## src/itra_pkg.sv

```systemverilog
`timescale 1ns / 1ps
// Package for the integer to radix ASCII converter.
// Holds the item types, the controller interface structs, the state encoding
// and the digit to character function. It depends on nothing else.
package itra_pkg;

    // Radix limits and the one radix that reads the value as signed.
    localparam logic [5:0] RADIX_MIN = 6'd2;
    localparam logic [5:0] RADIX_MAX = 6'd36;
    localparam logic [5:0] DEC_RADIX = 6'd10;

    // ASCII codes used to build the text.
    localparam logic [7:0] CHAR_ZERO  = 8'h30;
    localparam logic [7:0] CHAR_ALPHA = 8'h61;
    localparam logic [7:0] CHAR_MINUS = 8'h2D;

    // Quotient bits that the divider resolves in one clock cycle.
    localparam int STEPS_PER_CYCLE = 8;

    // One input item: the number and the radix of its text.
    typedef struct packed {
        logic signed [31:0] number;
        logic [5:0]         base;
    } value_item_t;

    // One result item: a single character of the text.
    typedef struct packed {
        logic [7:0] out_char;
        logic       last_char;
    } text_item_t;

    // Controller states.
    typedef enum logic [2:0] {
        ST_IDLE,
        ST_DIVIDE,
        ST_SIGN,
        ST_FETCH,
        ST_PUT
    } itra_state_t;

    // Commands from the controller to the datapath.
    typedef struct packed {
        logic load_in;
        logic div_step;
        logic load_sign;
        logic rd_issue;
        logic load_digit;
    } itra_cmd_t;

    // Status from the datapath to the controller.
    typedef struct packed {
        logic conv_done;
        logic negative;
        logic ptr_zero;
        logic out_free;
    } itra_status_t;

    // Map a digit value below 36 to its character.
    function automatic logic [7:0] digit_char(input logic [5:0] digit);
        logic [7:0] code;
        if (digit < 6'd10)
        begin
            code = CHAR_ZERO + {2'b00, digit};
        end
        else
        begin
            code = CHAR_ALPHA + {2'b00, digit} - 8'd10;
        end
        return code;
    endfunction

endpackage

```

## src/itra_ctrl.sv

```systemverilog
`timescale 1ns / 1ps
// Controller for the integer to radix ASCII converter.
// Sequences conversion, sign output and reversed digit output; uses itra_pkg.
module itra_ctrl
    import itra_pkg::*;
(
    input  logic         clk,
    input  logic         rst_n,
    input  logic         value_valid,
    output logic         value_ready,
    input  itra_status_t status,
    output itra_cmd_t    cmd
);

    itra_state_t state_reg;
    itra_state_t state_next;

    // State register.
    always_ff @(posedge clk or negedge rst_n)
    begin
        if (!rst_n)
        begin
            state_reg <= ST_IDLE;
        end
        else
        begin
            state_reg <= state_next;
        end
    end

    // Next state and commands.
    always_comb
    begin
        state_next  = state_reg;
        cmd         = '0;
        value_ready = 1'b0;
        unique case (state_reg)
            ST_IDLE:
            begin
                value_ready = 1'b1;
                if (value_valid)
                begin
                    cmd.load_in = 1'b1;
                    state_next  = ST_DIVIDE;
                end
            end
            ST_DIVIDE:
            begin
                cmd.div_step = 1'b1;
                if (status.conv_done)
                begin
                    state_next = status.negative ? ST_SIGN : ST_FETCH;
                end
            end
            ST_SIGN:
            begin
                if (status.out_free)
                begin
                    cmd.load_sign = 1'b1;
                    state_next    = ST_FETCH;
                end
            end
            ST_FETCH:
            begin
                cmd.rd_issue = 1'b1;
                state_next   = ST_PUT;
            end
            ST_PUT:
            begin
                if (status.out_free)
                begin
                    cmd.load_digit = 1'b1;
                    state_next     = status.ptr_zero ? ST_IDLE : ST_FETCH;
                end
            end
            default:
            begin
                state_next = ST_IDLE;
            end
        endcase
    end

endmodule

```

## src/itra_dpath.sv

```systemverilog
`timescale 1ns / 1ps
// Datapath for the integer to radix ASCII converter: radix divider, digit
// store and output register. Driven by itra_ctrl; uses itra_pkg.
module itra_dpath
    import itra_pkg::*;
#(
    parameter int VALUE_BITS = 32
)
(
    input  logic         clk,
    input  logic         rst_n,
    input  value_item_t  value,
    input  logic         text_ready,
    output logic         text_valid,
    output text_item_t   text,
    input  itra_cmd_t    cmd,
    output itra_status_t status
);

    localparam int AW = $clog2(VALUE_BITS);
    localparam int CW = $clog2(VALUE_BITS + 1);

    logic [VALUE_BITS-1:0] raw;
    logic [VALUE_BITS-1:0] mag;
    logic [5:0]            radix_sat;
    logic                  neg_in;

    logic [5:0]            radix_reg;
    logic                  neg_reg;
    logic [VALUE_BITS-1:0] val_reg;
    logic [5:0]            rem_reg;
    logic [CW-1:0]         bits_reg;
    logic [CW-1:0]         ndig_reg;
    logic [AW-1:0]         ptr_reg;
    logic [7:0]            rdata_reg;
    text_item_t            out_reg;
    logic                  out_valid_reg;
    logic                  out_valid_next;

    logic [VALUE_BITS-1:0] div_val;
    logic [5:0]            div_rem;
    logic [6:0]            div_trial;
    logic                  div_qbit;
    logic                  digit_end;

    logic [7:0]            digit_mem [VALUE_BITS];

    // Input decode: size the value, clamp the radix, take the magnitude.
    always_comb
    begin
        raw = VALUE_BITS'(value.number);
        if (value.base < RADIX_MIN)
        begin
            radix_sat = RADIX_MIN;
        end
        else if (value.base > RADIX_MAX)
        begin
            radix_sat = RADIX_MAX;
        end
        else
        begin
            radix_sat = value.base;
        end
        neg_in = (value.base == DEC_RADIX) && raw[VALUE_BITS-1];
        mag    = neg_in ? VALUE_BITS'(~raw + VALUE_BITS'(1)) : raw;
    end

    // Restoring division by the radix, a fixed number of quotient bits a cycle.
    always_comb
    begin
        div_val   = val_reg;
        div_rem   = rem_reg;
        div_trial = '0;
        div_qbit  = 1'b0;
        for (int i = 0; i < STEPS_PER_CYCLE; i++)
        begin
            if (CW'(i) < bits_reg)
            begin
                div_trial = {div_rem, div_val[VALUE_BITS-1]};
                if (div_trial >= {1'b0, radix_reg})
                begin
                    div_rem  = 6'(div_trial - {1'b0, radix_reg});
                    div_qbit = 1'b1;
                end
                else
                begin
                    div_rem  = div_trial[5:0];
                    div_qbit = 1'b0;
                end
                div_val = {div_val[VALUE_BITS-2:0], div_qbit};
            end
        end
        digit_end = (bits_reg <= CW'(STEPS_PER_CYCLE));
    end

    // Conversion registers.
    always_ff @(posedge clk)
    begin
        if (cmd.load_in)
        begin
            radix_reg <= radix_sat;
            neg_reg   <= neg_in;
            val_reg   <= mag;
            rem_reg   <= '0;
            bits_reg  <= CW'(VALUE_BITS);
            ndig_reg  <= '0;
        end
        else if (cmd.div_step)
        begin
            val_reg <= div_val;
            if (digit_end)
            begin
                rem_reg  <= '0;
                bits_reg <= CW'(VALUE_BITS);
                ndig_reg <= ndig_reg + CW'(1);
            end
            else
            begin
                rem_reg  <= div_rem;
                bits_reg <= bits_reg - CW'(STEPS_PER_CYCLE);
            end
        end
    end

    // Read pointer walks the stored digits from the most significant down.
    always_ff @(posedge clk)
    begin
        if (cmd.div_step && digit_end)
        begin
            ptr_reg <= ndig_reg[AW-1:0];
        end
        else if (cmd.load_digit)
        begin
            ptr_reg <= ptr_reg - AW'(1);
        end
    end

    // Digit store, least significant digit first, with a registered read.
    always_ff @(posedge clk)
    begin
        if (cmd.div_step && digit_end)
        begin
            digit_mem[ndig_reg[AW-1:0]] <= digit_char(div_rem);
        end
        if (cmd.rd_issue)
        begin
            rdata_reg <= digit_mem[ptr_reg];
        end
    end

    // Output register payload.
    always_ff @(posedge clk)
    begin
        if (cmd.load_sign)
        begin
            out_reg.out_char  <= CHAR_MINUS;
            out_reg.last_char <= 1'b0;
        end
        else if (cmd.load_digit)
        begin
            out_reg.out_char  <= rdata_reg;
            out_reg.last_char <= (ptr_reg == '0);
        end
    end

    // Output valid flag.
    always_comb
    begin
        if (cmd.load_sign || cmd.load_digit)
        begin
            out_valid_next = 1'b1;
        end
        else if (text_ready)
        begin
            out_valid_next = 1'b0;
        end
        else
        begin
            out_valid_next = out_valid_reg;
        end
    end

    always_ff @(posedge clk or negedge rst_n)
    begin
        if (!rst_n)
        begin
            out_valid_reg <= 1'b0;
        end
        else
        begin
            out_valid_reg <= out_valid_next;
        end
    end

    // Status toward the controller and output ports.
    always_comb
    begin
        status.conv_done = digit_end && (div_val == '0);
        status.negative  = neg_reg;
        status.ptr_zero  = (ptr_reg == '0);
        status.out_free  = !out_valid_reg || text_ready;
    end

    assign text_valid = out_valid_reg;
    assign text       = out_reg;

endmodule

```

## src/integer_to_radix_ascii.sv

```systemverilog
`timescale 1ns / 1ps
// Top level of the integer to radix ASCII converter.
// Joins itra_ctrl and itra_dpath; uses itra_pkg.
//
//  Channel  Handshake                 Payload        Item
//  value    value_valid/value_ready   value_item_t   number and radix
//  text     text_valid/text_ready     text_item_t    one character of the text
//
// One item at a time. Each digit is worked out in the radix divider, which
// resolves eight quotient bits a cycle; each character then takes a digit store
// read and an output load, and a minus sign, if any, comes before the digits.
// Reset clears the controller and the output valid flag; the digit store has none.
// A stalled text channel holds the block in its output states; the last
// character waits in the output register while the next item is accepted.
module integer_to_radix_ascii
    import itra_pkg::*;
#(
    parameter int VALUE_BITS = 32
)
(
    input  logic        clk,
    input  logic        rst_n,
    input  logic        value_valid,
    output logic        value_ready,
    input  value_item_t value,
    output logic        text_valid,
    input  logic        text_ready,
    output text_item_t  text
);

    itra_cmd_t    cmd;
    itra_status_t status;

    itra_ctrl u_ctrl (
        .clk         (clk),
        .rst_n       (rst_n),
        .value_valid (value_valid),
        .value_ready (value_ready),
        .status      (status),
        .cmd         (cmd)
    );

    itra_dpath #(
        .VALUE_BITS (VALUE_BITS)
    ) u_dpath (
        .clk        (clk),
        .rst_n      (rst_n),
        .value      (value),
        .text_ready (text_ready),
        .text_valid (text_valid),
        .text       (text),
        .cmd        (cmd),
        .status     (status)
    );

    // The block takes no new item right after accepting one.
    a_busy_after_accept: assert property (
        @(posedge clk) disable iff (!rst_n)
        (value_valid && value_ready) |=> !value_ready
    ) else $error("new item taken while conversion in progress");

    // A character is loaded only when the output register is free.
    a_load_when_free: assert property (
        @(posedge clk) disable iff (!rst_n)
        (cmd.load_sign || cmd.load_digit) |-> (!text_valid || text_ready)
    ) else $error("output register overwritten");

    // Loading the final character returns the block to accepting items.
    a_last_then_idle: assert property (
        @(posedge clk) disable iff (!rst_n)
        (cmd.load_digit && status.ptr_zero) |=> (value_ready && text.last_char)
    ) else $error("final character did not end the item");

endmodule
```

## config.mk

```make
export PLATFORM = sky130hd
export DESIGN_NAME = integer_to_radix_ascii
export DESIGN_NICKNAME = d
export VERILOG_FILES = /design/src/itra_pkg.sv /design/src/itra_ctrl.sv /design/src/itra_dpath.sv /design/src/integer_to_radix_ascii.sv
export SDC_FILE = /design/constraint.sdc
export NUM_CORES = 1
export LEC_CHECK = 0
export BUFFER_PORTS_ARGS = -buffer_cell sky130_fd_sc_hd__buf_4
export CAP_MARGIN = 20
export CORE_ASPECT_RATIO = 0.75
export CORE_UTILIZATION = 40
export CTS_CLUSTER_DIAMETER = 40
export DETAILED_ROUTE_END_ITERATION = 8
export PLACE_DENSITY_LB_ADDON = 0.05
export SYNTH_ARGS = -nofsm -noshare
export SYNTH_HDL_FRONTEND = slang
export SYNTH_SLANG_ARGS = --single-unit
```

## constraint.sdc

```tcl
create_clock -name clk -period 27.3 [get_ports clk]
set_clock_uncertainty 0.2 [all_clocks]
set_input_delay 1.365 -clock clk [delete_from_list [all_inputs] [get_ports clk]]
set_output_delay 1.365 -clock clk [all_outputs]
set_load 0.005 [all_outputs]
```

# Word level (Yosys, flattened, before mapping)
# Memory sizes are Yosys's and may differ from the RTL's. A register that Yosys moved wholly into a read port is not among the register bits.
# Index checks and enable logic that the tools add are counted.
# word_totals
reg_bits	75
ram_bits	256
memories	1
# memory_table
name	depth	width	read_ports	rd_clocked_by_memory_dff	wr	line	rtl
u_dpath.digit_mem	32	8	1	1	1	itra_dpath.sv:46	logic [7:0] digit_mem [VALUE_BITS];
# op_classes
add_sub_neg	15
n_lt_le_gt_ge	20
eq_ne	9
n_mux	61
n_bitwise	1
n_reduce_logical	15
# op_table
operator	n
2-to-1 mux 32 bit	11
2-to-1 mux 6 bit	19
>= comparator 7 x 6 -> 1 bit	8
subtractor 6 bit	8
adder 32 x 1 -> 32 bit, second input constant	1
zero test 32 bit	1
inverter 32 bit	1
less-than comparator 3 x 6 -> 1 bit, first input constant	4
2-to-1 mux 1 bit	21
2-to-1 mux 8 bit	2
one-hot mux 3 bit (5 select lines)	1
less-than comparator 1 x 6 -> 1 bit, first input constant	2
less-than comparator 2 x 6 -> 1 bit, first input constant	2
2-to-1 mux 3 bit	4
2-to-1 mux 5 bit	2
adder 7 x 6 -> 8 bit, first input constant	1
inequality test 2 bit, second input constant	4
subtractor 8 x 4 -> 8 bit, second input constant	1
adder 6 x 6 -> 7 bit, first input constant	1
adder 6 x 1 -> 6 bit, second input constant	1
equality test 3 x 2 -> 1 bit, second input constant	2
equality test 6 x 4 -> 1 bit, second input constant	1
> comparator 6 bit, second input constant	1
<= comparator 6 x 4 -> 1 bit, second input constant	1
other kinds (16)	21

# Longest topological paths before layout
# depth
depth_word	28
ltp_mapped	91

# By module
# From an unflattened synthesis, not the netlist that was laid out.
# hier_totals
hier_cells	1479
hier_area_um2	17922.2
# by_module_without_submodules
module	instances	cells_each	area_per_inst_um2	seq_area_each_um2
itra_dpath	1	1449	17656.9	9734.3
itra_ctrl	1	30	265.3	75.1

# Least setup slack after synthesis
# No wires, ideal clock.
# synth_timing
path_kind	flip-flop to flip-flop
startpoint	register u_dpath.bits_reg[3]
endpoint	memory u_dpath.digit_mem[0][6] (data pin)
arrival_ns	18.901
required_ns	26.633
slack_ns	7.732
stages_incl_launch_ff	89
path_buffers	7
period_less_slack_ns	19.568
cell_sequence	dfxtp_1 or3_1 clkbuf_1 clkbuf_1 clkbuf_1 clkbuf_1 clkbuf_1 clkbuf_1 clkbuf_1 a21oi_1 ha_1 o21a_1 o31a_1 nor3_1 o21bai_1 nor2_1 nor3_1 a211oi_1 [... 53 more ...] a21oi_1 nor2_1 nor2_1 ha_1 nor2b_1 o21ai_0 nand2b_1 a21o_1 a21oi_1 nor2b_1 nor4_1 nand3_1 a21oi_1 inv_1 ha_1 inv_1 a21oi_4 a211oi_1
# synth_between
elab_chain_cells	27
# synth_rtl
element	line	rtl
from (decl)	itra_dpath.sv:32	logic [CW-1:0] bits_reg;
from (signal assigned)	itra_dpath.sv:105	bits_reg <= CW'(VALUE_BITS);
from (signal assigned)	itra_dpath.sv:114	bits_reg <= CW'(VALUE_BITS);
from (signal assigned)	itra_dpath.sv:120	bits_reg <= bits_reg - CW'(STEPS_PER_CYCLE);
less-than comparator 1 x 6 -> 1 bit	itra_dpath.sv:77	if (CW'(i) < bits_reg)
2-to-1 mux 32 bit or 2-to-1 mux 6 bit (tied branches)	itra_dpath.sv:77	
subtractor 6 bit or >= comparator 7 x 6 -> 1 bit (tied branches)	itra_dpath.sv:82, itra_dpath.sv:80	
2-to-1 mux 6 bit	itra_dpath.sv:80	if (div_trial >= {1'b0, radix_reg})
2-to-1 mux 6 bit	itra_dpath.sv:77	
subtractor 6 bit or >= comparator 7 x 6 -> 1 bit (tied branches)	itra_dpath.sv:82, itra_dpath.sv:80	
2-to-1 mux 6 bit	itra_dpath.sv:80	
2-to-1 mux 6 bit	itra_dpath.sv:77	
[... 11 more ...]	--	
2-to-1 mux 6 bit	itra_dpath.sv:77	
>= comparator 7 x 6 -> 1 bit or subtractor 6 bit (tied branches)	itra_dpath.sv:80, itra_dpath.sv:82	
2-to-1 mux 6 bit	itra_dpath.sv:80	
2-to-1 mux 6 bit *	itra_dpath.sv:77	
adder 7 x 6 -> 8 bit	itra_pkg.sv:67	code = CHAR_ALPHA + {2'b00, digit} - 8'd10;
subtractor 8 x 4 -> 8 bit	itra_pkg.sv:67	
2-to-1 mux 8 bit *	itra_pkg.sv:61	if (digit < 6'd10)
2-to-1 mux 8 bit *	itra_dpath.sv:141	if (cmd.div_step && digit_end)
to (decl)	itra_dpath.sv:46	
# Mark *: on every way between the ends. The rest lies on a longest branch, timed or not. The select of a mux whose other input is x is not followed.

# Worst setup path in the final report
# layout_timing
startpoint	register u_dpath.radix_reg[1]
endpoint	memory u_dpath.digit_mem[25][0] (data pin)
# layout_between
elab_chain_cells	28
# layout_rtl
element	line	rtl
from (decl)	itra_dpath.sv:28	logic [5:0] radix_reg;
from (signal assigned)	itra_dpath.sv:101	radix_reg <= radix_sat;
subtractor 6 bit or >= comparator 7 x 6 -> 1 bit (tied branches)	itra_dpath.sv:82, itra_dpath.sv:80	
2-to-1 mux 6 bit	itra_dpath.sv:80	
2-to-1 mux 6 bit	itra_dpath.sv:77	
subtractor 6 bit or >= comparator 7 x 6 -> 1 bit (tied branches)	itra_dpath.sv:82, itra_dpath.sv:80	
2-to-1 mux 6 bit	itra_dpath.sv:80	
2-to-1 mux 6 bit	itra_dpath.sv:77	
subtractor 6 bit or >= comparator 7 x 6 -> 1 bit (tied branches)	itra_dpath.sv:82, itra_dpath.sv:80	
2-to-1 mux 6 bit	itra_dpath.sv:80	
[... 12 more ...]	--	
2-to-1 mux 6 bit	itra_dpath.sv:77	
>= comparator 7 x 6 -> 1 bit	itra_dpath.sv:80	
2-to-1 mux 6 bit	itra_dpath.sv:80	
2-to-1 mux 6 bit *	itra_dpath.sv:77	
adder 7 x 6 -> 8 bit	itra_pkg.sv:67	
subtractor 8 x 4 -> 8 bit	itra_pkg.sv:67	
2-to-1 mux 8 bit *	itra_pkg.sv:61	
2-to-1 mux 8 bit *	itra_dpath.sv:141	
# Marks and branches as above.

==> impl_metrics.ini <==
[final_layout]
largest_register_ffs = 256
area_growth_pct = 15.4
instances_no_fill = 2052
nets = 1547
n_antenna_cell = 0
fillerInstances = 3876
drive_above_1_share_pct = 19.1

[floorplanning]
dieWidth_um = 245
start_util_pct = 40.6
die-area_um2 = 45100
pin_count = 53
core_area_um2 = 43500
fp.dieH_um = 184
rows = 66

[setup_path]
worstPathMaxFanout = 17
r2r_end = u_dpath.digit_mem[25][0]$_DFFE_PP_
crit_type = register to register
rrSetupSlack_ps = 5540
worstReg2RegStart = u_dpath.radix_reg[1]$_SDFFCE_PP1P_
cp_data_arrival_time_ps = 21960
rr_worst_depth = 87
worstSetupEndpoint = u_dpath.digit_mem[25][0]$_DFFE_PP_
slowest_stage = edfxtp_1
crit_start = u_dpath.radix_reg[1]$_SDFFCE_PP1P_
startpoint_type = register
endpoint_kind = register
worstPathRequired_ps = 27500
cpPeakStageDelay_ps = 790

[global_route]
grt.total_usage_pct = 21.6
grt_max_degree = 65
grt_pass1_wl_um = 71500
overflow = 0
antenna_found_initial = 4
grt_pass1_vias = 11251

[synth]
synth_area_um2 = 17700
synthDistinctLibCells = 89
async_flop_share_pct = 1.19
yosys-top-cells-area = edfxtp_1 (52%), mux4_2 (10%), ha_1 (4.2%), nor2_1 (3.3%), dfxtp_1 (2.6%)
synth-edff-count = 308
ys_ff_latch = 335
avgSynthCellArea_um2 = 12.9
synth_flop_cell = edfxtp_1
synth_nets = 1483
yosys_warnings = 0
ys_seq_area_share_pct = 55.5
synthDominantCellAreaShare_pct = 52.3
synth_top_area_cell = edfxtp_1
synth_cells = 1373

[placement]
portBuffers = 52
placed_cells = 1965
gp_congestion = 0.912
place_hpwl_um = 33500

[clock_tree]
worstSkewPairLatency_ps = 570
htreeDepth = 2
clockBufferDepth = 3
cts-root-buf = clkbuf_16
clock_sinks = 335
cts_setup_buffers = 0
numCtsBuffers = 45
clk_pin_slew_ps = 60
cts_hold_buf = 0
cts_tree = done
cts_resized = 0

[sta]
maxSlewViolCount = 0
clock.fmax_mhz = 46.0
relSlewSlack_pct = 29.0
worstMarginPinSlew_ps = 1060
period_minus_slack_ps = 21760
fin_setup_tns_ps = 0
setup_viol_count_final = 0
period_share_pct = 79.7
final_hold_viol_count = 0
rsz0062_at_grt = false

[routing]
via_per_inst = 5.69
routedWlPerCell_um = 23.4
antenna_left = 0
drt_iter0_markers = 978
routed_wirelength_um = 47900
drt_pass1_iterations = 5
drc = 0
dr_total_vias = 11678

[hold_path]
worstHoldStart = u_dpath.text[2]$_SDFFE_PP0P_
hold_class = register to register

[run_status]
status = finished clean

[job]
maxCapViolCount = 0
## how the worst min path moves through the flow
stage | to | slack (ps) | depth (start not counted)
2_1_floorplan | u_dpath.text[1]$_SDFFE_PP1P_ | 230 | 2
3_3_place_gp | u_dpath.text[6]$_SDFFE_PP1P_ | 240 | 2
3_5_place_dp | u_dpath.text[6]$_SDFFE_PP1P_ | 250 | 2
4_1_cts | u_dpath.text[2]$_SDFFE_PP0P_ | 260 | 2
5_1_grt | u_dpath.text[1]$_SDFFE_PP1P_ | 280 | 2
6_report | u_dpath.text[2]$_SDFFE_PP0P_ | 260 | 2
## Yosys cell counts, types with 4 or more instances
cell type / count
nand3_1: 21
o211ai_1: 5
mux2i_1: 16
or2_2: 5
edfxtp_1: 308
nor2b_1: 22
nand2b_1: 16
mux2_2: 11
a211oi_1: 15
inv_1: 42
nand4_1: 8
o22ai_1: 4
ha_1: 60
or2_1: 4
clkbuf_1: 42
buf_1: 12
a21oi_1: 66
dfrtp_1: 4
o21a_1: 10
or3_1: 9
nor4_1: 12
and3_1: 7
a31oi_1: 31
or4_1: 8
xor2_1: 16
o41ai_1: 4
a21o_1: 16
a211o_1: 4
nand2_1: 119
nor2_1: 155
o21ai_1: 5
and2_1: 6
o31a_1: 5
xnor2_1: 45
o21ai_0: 50
fa_1: 8
nor3_1: 18
dfxtp_1: 23
o31ai_1: 9
o21bai_1: 4
mux4_2: 80
## area by class of cell
type,instances,area (um^2),area share (%)
Timing Repair Buffer,74,587,2.87
Multi-Input combinational cell,936,7550,37.0
Clock inverter,34,429,2.10
Clock buffer,50,1140,5.61
Inverter,45,169,0.827
Tap cell,578,723,3.54
Sequential cell,335,9810,48.0
## critical path, delay by kind of cell (launching register included)
family          cells  cell delay, ps
fa+ha+maj           9            2740
flops               1             790
compound gates     38            9170
xor+xnor            1             680
buf+inv             5            1150
simple gates       32            6290
mux                 2             510
## through the flow
stage	hold slack, ps	util, %	setup WS, ps	instance area (um^2)
after floorplan	233	-	7730	17700
after global placement	245	43.2	6490	18800
after detailed placement	249	43.2	5820	18800
after CTS	261	46.8	5740	20400
after global routing	280	46.9	3550	20400
final	258	46.9	5540	20400
## placed cells by master (no fill, tap or decap), types with 44 or more instances in the layout
| cell type | n |
|---|---|
| edfxtp_1 | 308 |
| nor2_1 | 154 |
| nand2_1 | 118 |
| mux4_2 | 80 |
| buf_4 | 71 |
| a21oi_1 | 66 |
| ha_1 | 60 |
| o21ai_0 | 49 |
| clkbuf_16 | 45 |
| xnor2_1 | 44 |
## cell families (layout without fill, tap and decap cells)
kind of cell	Yosys count	in the layout	share of synthesized area [%]
compound gates	264	264	10.3
fa+ha+maj	68	68	5.15
simple gates	431	431	11.6
flops	335	335	55.5
buf+inv	102	203	2.26
xor+xnor	61	61	3.02
mux	112	112	12.2
## metal layers
metal,vias up,global-route usage [%],wire length (um)
met4,2,5.90,960
met1,5855,35.1,24500
met2,343,28.6,19300
li1,5408,-,-
met3,70,4.03,3110
met5,-,0,9
Power is not shown: default switching activity piles up to over one toggle a cycle in this logic, so the estimate is an artifact.
